### src/rtl/ulwcc_pkg.sv
// Shared types and byte constants for the UTF-8 line, word and character counter.
package ulwcc_pkg;

    // Width of the count fields on the result port
    localparam int unsigned OUT_WIDTH = 32;

    // Byte codes
    localparam logic [7:0] BYTE_TAB      = 8'h09;
    localparam logic [7:0] BYTE_NEWLINE  = 8'h0A;
    localparam logic [7:0] BYTE_CR       = 8'h0D;
    localparam logic [7:0] BYTE_SPACE    = 8'h20;
    localparam logic [7:0] BYTE_DEL      = 8'h7F;
    localparam logic [7:0] BYTE_CONT_LO  = 8'h80;
    localparam logic [7:0] BYTE_CONT_HI  = 8'hBF;
    localparam logic [7:0] BYTE_LEAD2_LO = 8'hC0;
    localparam logic [7:0] BYTE_OVERLONG = 8'hC1;
    localparam logic [7:0] BYTE_LEAD2_HI = 8'hDF;
    localparam logic [7:0] BYTE_LEAD3_LO = 8'hE0;
    localparam logic [7:0] BYTE_LEAD3_HI = 8'hEF;
    localparam logic [7:0] BYTE_LEAD4_LO = 8'hF0;
    localparam logic [7:0] BYTE_LEAD4_HI = 8'hF4;
    localparam logic [7:0] BYTE_BAD_LO   = 8'hF5;

    // Continuation bytes still expected after a lead byte
    localparam logic [1:0] CONT_NONE = 2'd0;
    localparam logic [1:0] CONT_ONE  = 2'd1;
    localparam logic [1:0] CONT_TWO  = 2'd2;
    localparam logic [1:0] CONT_THREE = 2'd3;

    // One result item
    typedef struct packed {
        logic [OUT_WIDTH-1:0] lines;
        logic [OUT_WIDTH-1:0] words;
        logic [OUT_WIDTH-1:0] chars;
        logic                 bad;
        logic                 final_res;
    } t_result;

endpackage

### src/rtl/utf8_line_word_char_counter.sv
// Top level of the UTF-8 aware line, word and character counter.
//
// Takes one text byte per transfer and returns one result per byte holding the running
// newline, word and character counts, a flag for a byte that breaks UTF-8 rules, and a
// final flag on the byte marked end-of-stream, whose counts are the stream totals; the
// counters then clear for the next stream. Throughput is one byte per clock while o_stall
// is low: the whole update (classification plus one saturating COUNT_WIDTH-bit increment
// per counter) is done in the cycle of the input transfer and captured at the accepting
// edge in the output register, or in the skid slot while the output register is held.
// A two-deep output stage (output register plus skid) keeps o_stall a pure register:
// while the result side stalls, one more transfer is taken into the skid slot, then
// o_stall stays high until the output register moves.
// utf8_mode is written through i_cfg_wr_en/i_cfg_wr_data by the user, only while the
// block is idle; the block does not enforce this. 0 counts bytes, 1 counts UTF-8
// characters. Counters saturate at all ones; the result ports carry their low 32 bits.
module utf8_line_word_char_counter #(
    parameter int unsigned COUNT_WIDTH = 32
) (
    input  logic                          i_clk,
    input  logic                          i_rst_n,
    // configuration
    input  logic                          i_cfg_wr_en,
    input  logic                          i_cfg_wr_data,
    // input channel
    input  logic                          i_valid,
    output logic                          o_stall,
    input  logic [7:0]                    i_data_byte,
    input  logic                          i_end_of_stream,
    // result channel
    output logic                          o_valid,
    input  logic                          i_stall,
    output logic [ulwcc_pkg::OUT_WIDTH-1:0] o_lines_so_far,
    output logic [ulwcc_pkg::OUT_WIDTH-1:0] o_words_so_far,
    output logic [ulwcc_pkg::OUT_WIDTH-1:0] o_chars_so_far,
    output logic                          o_bad_byte,
    output logic                          o_final_result
);

    // Mode register
    logic r_utf8_mode;

    // Stream state
    logic                   r_inside_word,   n_inside_word;
    logic                   r_inside_seq,    n_inside_seq;
    logic [1:0]             r_cont_left,     n_cont_left;
    logic [COUNT_WIDTH-1:0] r_line_total,    n_line_total;
    logic [COUNT_WIDTH-1:0] r_word_total,    n_word_total;
    logic [COUNT_WIDTH-1:0] r_char_total,    n_char_total;

    // Output register and skid slot
    logic                 r_out_valid;
    logic                 r_skid_valid;
    ulwcc_pkg::t_result   r_out;
    ulwcc_pkg::t_result   r_skid;
    ulwcc_pkg::t_result   n_result;

    logic in_xfer;
    logic out_xfer;

    // Classification and update terms
    logic                   is_space;
    logic                   starts_word;
    logic                   is_cont;
    logic                   is_forbidden;
    logic                   word_after;
    logic                   word_inc;
    logic                   char_inc;
    logic                   bad;
    logic [1:0]             cont_dec;
    logic [COUNT_WIDTH-1:0] line_upd;
    logic [COUNT_WIDTH-1:0] word_upd;
    logic [COUNT_WIDTH-1:0] char_upd;

    function automatic logic [COUNT_WIDTH-1:0] sat_inc(input logic [COUNT_WIDTH-1:0] v);
        return (&v) ? v : v + COUNT_WIDTH'(1);
    endfunction

    assign o_stall  = r_skid_valid;
    assign in_xfer  = i_valid && !r_skid_valid;
    assign out_xfer = r_out_valid && !i_stall;

    always_comb begin
        is_space     = i_data_byte inside {[ulwcc_pkg::BYTE_TAB:ulwcc_pkg::BYTE_CR],
                                           ulwcc_pkg::BYTE_SPACE};
        starts_word  = (i_data_byte > ulwcc_pkg::BYTE_SPACE) &&
                       (i_data_byte != ulwcc_pkg::BYTE_DEL);
        is_cont      = i_data_byte inside {[ulwcc_pkg::BYTE_CONT_LO:ulwcc_pkg::BYTE_CONT_HI]};
        is_forbidden = i_data_byte inside {ulwcc_pkg::BYTE_LEAD2_LO, ulwcc_pkg::BYTE_OVERLONG,
                                           [ulwcc_pkg::BYTE_BAD_LO:8'hFF]};

        // A space closes an open word; the end-of-stream byte closes whatever is open.
        // Both cannot fire on one byte since a space never reopens a word.
        word_after = is_space ? 1'b0 : (r_inside_word || starts_word);
        word_inc   = (r_inside_word && is_space) || (i_end_of_stream && word_after);

        cont_dec = r_cont_left - 2'd1;
        char_inc = 1'b0;
        bad      = 1'b0;
        n_inside_seq = r_inside_seq;
        n_cont_left  = r_cont_left;

        if (r_utf8_mode) begin
            if (is_cont) begin
                if (r_inside_seq) begin
                    n_cont_left = cont_dec;
                    if (cont_dec == ulwcc_pkg::CONT_NONE) begin
                        n_inside_seq = 1'b0;
                        char_inc     = 1'b1;
                    end
                end else begin
                    bad = 1'b1;   // stray continuation
                end
            end else begin
                // interrupting byte drops the partial sequence
                bad          = r_inside_seq;
                n_inside_seq = 1'b0;
                n_cont_left  = ulwcc_pkg::CONT_NONE;
                if (!i_data_byte[7]) begin
                    char_inc = 1'b1;
                end else if (is_forbidden) begin
                    bad = 1'b1;
                end else if (i_data_byte <= ulwcc_pkg::BYTE_LEAD2_HI) begin
                    n_inside_seq = 1'b1;
                    n_cont_left  = ulwcc_pkg::CONT_ONE;
                end else if (i_data_byte <= ulwcc_pkg::BYTE_LEAD3_HI) begin
                    n_inside_seq = 1'b1;
                    n_cont_left  = ulwcc_pkg::CONT_TWO;
                end else begin
                    n_inside_seq = 1'b1;
                    n_cont_left  = ulwcc_pkg::CONT_THREE;
                end
            end
        end else begin
            n_inside_seq = 1'b0;
            n_cont_left  = ulwcc_pkg::CONT_NONE;
            char_inc     = 1'b1;
        end

        line_upd = (i_data_byte == ulwcc_pkg::BYTE_NEWLINE) ? sat_inc(r_line_total)
                                                            : r_line_total;
        word_upd = word_inc ? sat_inc(r_word_total) : r_word_total;
        char_upd = char_inc ? sat_inc(r_char_total) : r_char_total;

        n_result.lines     = ulwcc_pkg::OUT_WIDTH'(line_upd);
        n_result.words     = ulwcc_pkg::OUT_WIDTH'(word_upd);
        n_result.chars     = ulwcc_pkg::OUT_WIDTH'(char_upd);
        n_result.bad       = bad;
        n_result.final_res = i_end_of_stream;

        // End of stream clears everything for the next stream
        if (i_end_of_stream) begin
            n_inside_word = 1'b0;
            n_inside_seq  = 1'b0;
            n_cont_left   = ulwcc_pkg::CONT_NONE;
            n_line_total  = '0;
            n_word_total  = '0;
            n_char_total  = '0;
        end else begin
            n_inside_word = word_after;
            n_line_total  = line_upd;
            n_word_total  = word_upd;
            n_char_total  = char_upd;
        end
    end

    // Mode and stream state
    always_ff @(posedge i_clk) begin
        if (!i_rst_n) begin
            r_utf8_mode   <= 1'b0;
            r_inside_word <= 1'b0;
            r_inside_seq  <= 1'b0;
            r_cont_left   <= ulwcc_pkg::CONT_NONE;
            r_line_total  <= '0;
            r_word_total  <= '0;
            r_char_total  <= '0;
        end else begin
            if (i_cfg_wr_en) begin
                r_utf8_mode <= i_cfg_wr_data;
            end
            if (in_xfer) begin
                r_inside_word <= n_inside_word;
                r_inside_seq  <= n_inside_seq;
                r_cont_left   <= n_cont_left;
                r_line_total  <= n_line_total;
                r_word_total  <= n_word_total;
                r_char_total  <= n_char_total;
            end
        end
    end

    // Output register with skid slot; skid fills only while the output is held
    always_ff @(posedge i_clk) begin
        if (!i_rst_n) begin
            r_out_valid  <= 1'b0;
            r_skid_valid <= 1'b0;
        end else begin
            if (out_xfer || !r_out_valid) begin
                if (r_skid_valid) begin
                    r_out_valid  <= 1'b1;
                    r_skid_valid <= 1'b0;
                end else begin
                    r_out_valid <= in_xfer;
                end
            end else if (in_xfer) begin
                r_skid_valid <= 1'b1;
            end
        end
    end

    always_ff @(posedge i_clk) begin
        if (out_xfer || !r_out_valid) begin
            r_out <= r_skid_valid ? r_skid : n_result;
        end else if (in_xfer) begin
            r_skid <= n_result;
        end
    end

    assign o_valid        = r_out_valid;
    assign o_lines_so_far = r_out.lines;
    assign o_words_so_far = r_out.words;
    assign o_chars_so_far = r_out.chars;
    assign o_bad_byte     = r_out.bad;
    assign o_final_result = r_out.final_res;

endmodule

### config.mk
export PLATFORM = sky130hd
export DESIGN_NAME = utf8_line_word_char_counter
export DESIGN_NICKNAME = d
export VERILOG_FILES = /design/src/rtl/ulwcc_pkg.sv /design/src/rtl/utf8_line_word_char_counter.sv
export SDC_FILE = /design/constraint.sdc
export NUM_CORES = 1
export LEC_CHECK = 0
export BUFFER_PORTS_ARGS = -buffer_cell sky130_fd_sc_hd__clkbuf_2
export CAP_MARGIN = 20
export CELL_PAD_IN_SITES_DETAIL_PLACEMENT = 0
export CELL_PAD_IN_SITES_GLOBAL_PLACEMENT = 1
export CORE_UTILIZATION = 50
export CTS_BUF_LIST = sky130_fd_sc_hd__clkbuf_4
export DETAILED_ROUTE_END_ITERATION = 7
export GPL_ROUTABILITY_DRIVEN = 0
export PLACE_DENSITY = 0.91
export SETUP_SLACK_MARGIN = 0.2
export SLEW_MARGIN = 20
export SYNTH_ARGS = -nofsm -noshare
export SYNTH_HDL_FRONTEND = slang
export SYNTH_SLANG_ARGS = --single-unit
### constraint.sdc
create_clock -name i_clk -period 16 [get_ports i_clk]
set_input_delay 0 -clock i_clk [delete_from_list [all_inputs] [get_ports i_clk]]
set_output_delay 0 -clock i_clk [all_outputs]
set_load 0.02 [all_outputs]
==> results_dict.tcl <==
set metrics [dict create \
    arrival_ns 3.92 \
    yosysUniqueCellTypes 70 \
    synthAdderAreaFrac_pct 0.3459 \
    first_pass_iters 5 \
    fmax_mhz 274.7 \
    synth_seq_area_share_pct 54.92 \
    clkSinkCount 299 \
    io_buffers 114 \
    first_iter_violations 1006 \
    cts_tree "yes" \
    whs_ns 0.03974 \
    final.min_clock_period_ns 3.641 \
    crit_family "buffers and inverters" \
    relSlewSlack_pct 28.34 \
    routed_wl_um 34060 \
    drc_errors 0 \
    grt_max_degree 62 \
    drive_gt1_share_pct 23.72 \
    setup_viol 0 \
    reg2reg_depth 5 \
    worstPathMaxFanout 56 \
    die_height_um 172.1 \
    fin_area_sq_um 16510 \
    grt_pass1_vias 10570 \
    cp-start-kind "flop" \
    ys_ff_latch 299 \
    worst-path-buf-inv 3 \
    synth-xor-area-share_pct 5.205 \
    drtAntennaViolNets 0 \
    ys.warnings.count 0 \
    wl_per_cell_um 17.86 \
    nNetsFinal 1481 \
    grt_pass1_wl_um 54830 \
    synth_compound_area_share_pct 12.39 \
    boundaryPins 115 \
    skew_ns 0.05391 \
    synthToLayoutAreaGrowth_pct 14.08 \
    fillers 2354 \
    num_vias 11320 \
    report.final.hold_viol_count 0 \
    cp.required_ns 16.28 \
    ctsRootBufferMaster "clkbuf_4" \
    postSynthCellCount 1333 \
    fin_crit_sh_pct 22.76 \
    async_flop_share_pct 0 \
    htreeDepth 3 \
    path_clk_slew_ns 0.06 \
    power.density_nw_per_um2 99.17 \
    synthMuxAreaShare_pct 6.321 \
    grt_overflow 0 \
    status "finished, final reports clean" \
    core_sq_um 28160 \
    rows 61 \
    end_kind "flop" \
    synth-simple-area-share_pct 17.68 \
    syn_avg_cell_area_sq_um 10.86 \
    multi_input_area_sq_um 6100 \
    cp_slowest_stage_delay_ns 0.76 \
    cts-buffers-inserted 77 \
    ff_latch_area_sq_um 7948 \
    place_hpwl_um 21330 \
    antenna_found_initial 3 \
    maxCapViolCount 0 \
    cp_num_cells 5 \
    worst_slew_pin_slew_ns 1.068 \
    post-place-ws_ns 12.10 \
    cts_resized 0 \
    setup_slack_ns 12.36 \
    initial_core_util_pct 51.38 \
    viasPerCell 5.936 \
    holdPathStages 3 \
    synth_flop_cell "edfxtp_1" \
    die-area_sq_um 29630 \
    rsz0062_at_grt "false" \
    fin_setup_tns_ns 0 \
    synth-edff-count 196 \
    syn-cell-area_sq_um 14470 \
    slew_violations 0 \
    hp-class "in2reg" \
    clk_latency_ns 0.70 \
    path_cells "clkinv_2 > nand2_1 > buf_4 > nor2_4 > buf_4" \
    worst_path_max_delay_cell "buf_4" \
    synth_top_family_by_area "simple AND/OR/NAND/NOR gates" \
    cp_common_cell "buf_4" \
    grt_use_total_pct 23.44 \
    criticalPathCategory "reg2reg" \
    clockBufferDepth 3 \
    die_w_um 172.1 \
    synth_fp_nets 1352 \
    vdd.ir_drop.worst_v 0.00004434 \
    placed_cell_area_sq_um 15280 \
    leakage_nw 6.005 \
]
-- cell usage after synthesis (all sizes together) (6+ instances only) --
| cell type | instances | area, sq um |
|---|---|---|
| a21oi | 63 | 315.3 |
| a31oi | 49 | 306.5 |
| a32o | 6 | 60.06 |
| a41oi | 7 | 61.31 |
| and2 | 16 | 100.1 |
| and3 | 28 | 175.2 |
| and4 | 13 | 113.9 |
| buf | 17 | 92.58 |
| clkbuf | 75 | 281.5 |
| dfxtp | 103 | 2062 |
| edfxtp | 196 | 5886 |
| inv | 20 | 75.07 |
| mux2 | 80 | 904.6 |
| nand2 | 120 | 452.9 |
| nand3 | 69 | 365.4 |
| nand4 | 39 | 250.2 |
| nor2 | 54 | 202.7 |
| nor3 | 26 | 130.1 |
| nor4 | 12 | 93.84 |
| o211ai | 28 | 210.2 |
| o21a | 7 | 52.55 |
| o21ai | 65 | 325.3 |
| o31ai | 14 | 110.1 |
| or3 | 43 | 269.0 |
| or4 | 31 | 236.5 |
| xnor2 | 61 | 534.3 |
| xor2 | 25 | 219.0 |
-- timing repair --
action | CTS | global route
setup buffers | 0 | 0
hold buffers | 15 | 0
endpoints found under the hold margin | 33 | 0
-- layer usage --
layer  part of all wire, %  wire length (um)  global-route usage (%)
met5                 0.038                13                       0
met4                   1.3               446                   7.234
met3                   8.0              2726                   5.219
met2                    45             15400                   36.12
met1                    45             15470                   32.84
-- placed cells by master (no fill, tap or decap), types with 6 or more instances in the layout --
master,count
edfxtp_1,196
clkbuf_4,122
nand2_1,116
clkbuf_2,114
dfxtp_1,103
mux2_2,79
nand3_1,65
a21oi_1,63
o21ai_0,63
xnor2_1,61
nor2_1,51
a31oi_1,49
or3_1,43
nand4_1,38
or4_1,30
and3_1,28
o211ai_1,28
nor3_1,26
xor2_1,25
inv_1,18
and2_1,16
clkinv_1,15
dlygate4sd3_1,15
and4_1,13
o31ai_1,13
buf_4,11
nor4_1,9
o21a_1,7
a41oi_1,7
clkinv_2,6
a32o_1,6
-- sequential cells by signal (all words and copies together) (netlist names) --
signal / flops
o_valid: 1
o_lines_so_far: 32
r_char_total: 32
r_utf8_mode: 1
o_final_result: 1
r_line_total: 32
o_chars_so_far: 32
r_inside_seq: 1
r_skid: 98
r_inside_word: 1
o_bad_byte: 1
r_cont_left: 2
o_stall: 1
o_words_so_far: 32
r_word_total: 32
-- kinds of logic after synthesis --
group	count (synthesis)
simple gates	473
flops	299
compound gates	277
buf+inv	113
xor+xnor	86
mux	81
fa+ha+maj	4
-- stage by stage --
step	instances	power, W	utilization, %
finish	1907	0.001637	58.61
global route	1905	0.001707	58.59
floorplan	1333	0.0009270	-
detailed placement	1745	0.0009596	54.25
CTS	1903	0.001657	58.52
global placement	1744	0.0009574	54.15
-- cell type report --
cell class	count	share of cell area, %
sequential	299	48.15
multi-input combinational	921	36.95
clock buffer	122	5.548
timing repair buffer	142	5.124
tap	378	2.865
clock inverter	21	0.8338
inverter	21	0.4851
antenna	3	0.04548
-- tightest hold or removal path: stages --
cell	delay [ns]
clkbuf_2	0.10
nand2_4	0.45
nor3_1	0.11
-- where the power goes --
| part | switching, W | internal (W) | leakage (nW) |
|---|---|---|---|
| clock | 0.000312 | 0.000380 | 0.634 |
| sequential | 0.00000698 | 0.000843 | 2.75 |
| combinational | 0.0000687 | 0.0000270 | 2.62 |
-- final timing paths --
path            startpoint             to  slack, ns
max                o_stall     r_skid[37]      12.36
min reg2reg  r_inside_word  r_inside_word       0.49
min                i_stall        o_stall       0.04
max reg2reg        o_stall     r_skid[37]      12.36
No activity file was read; power rests on OpenSTA's default activity.
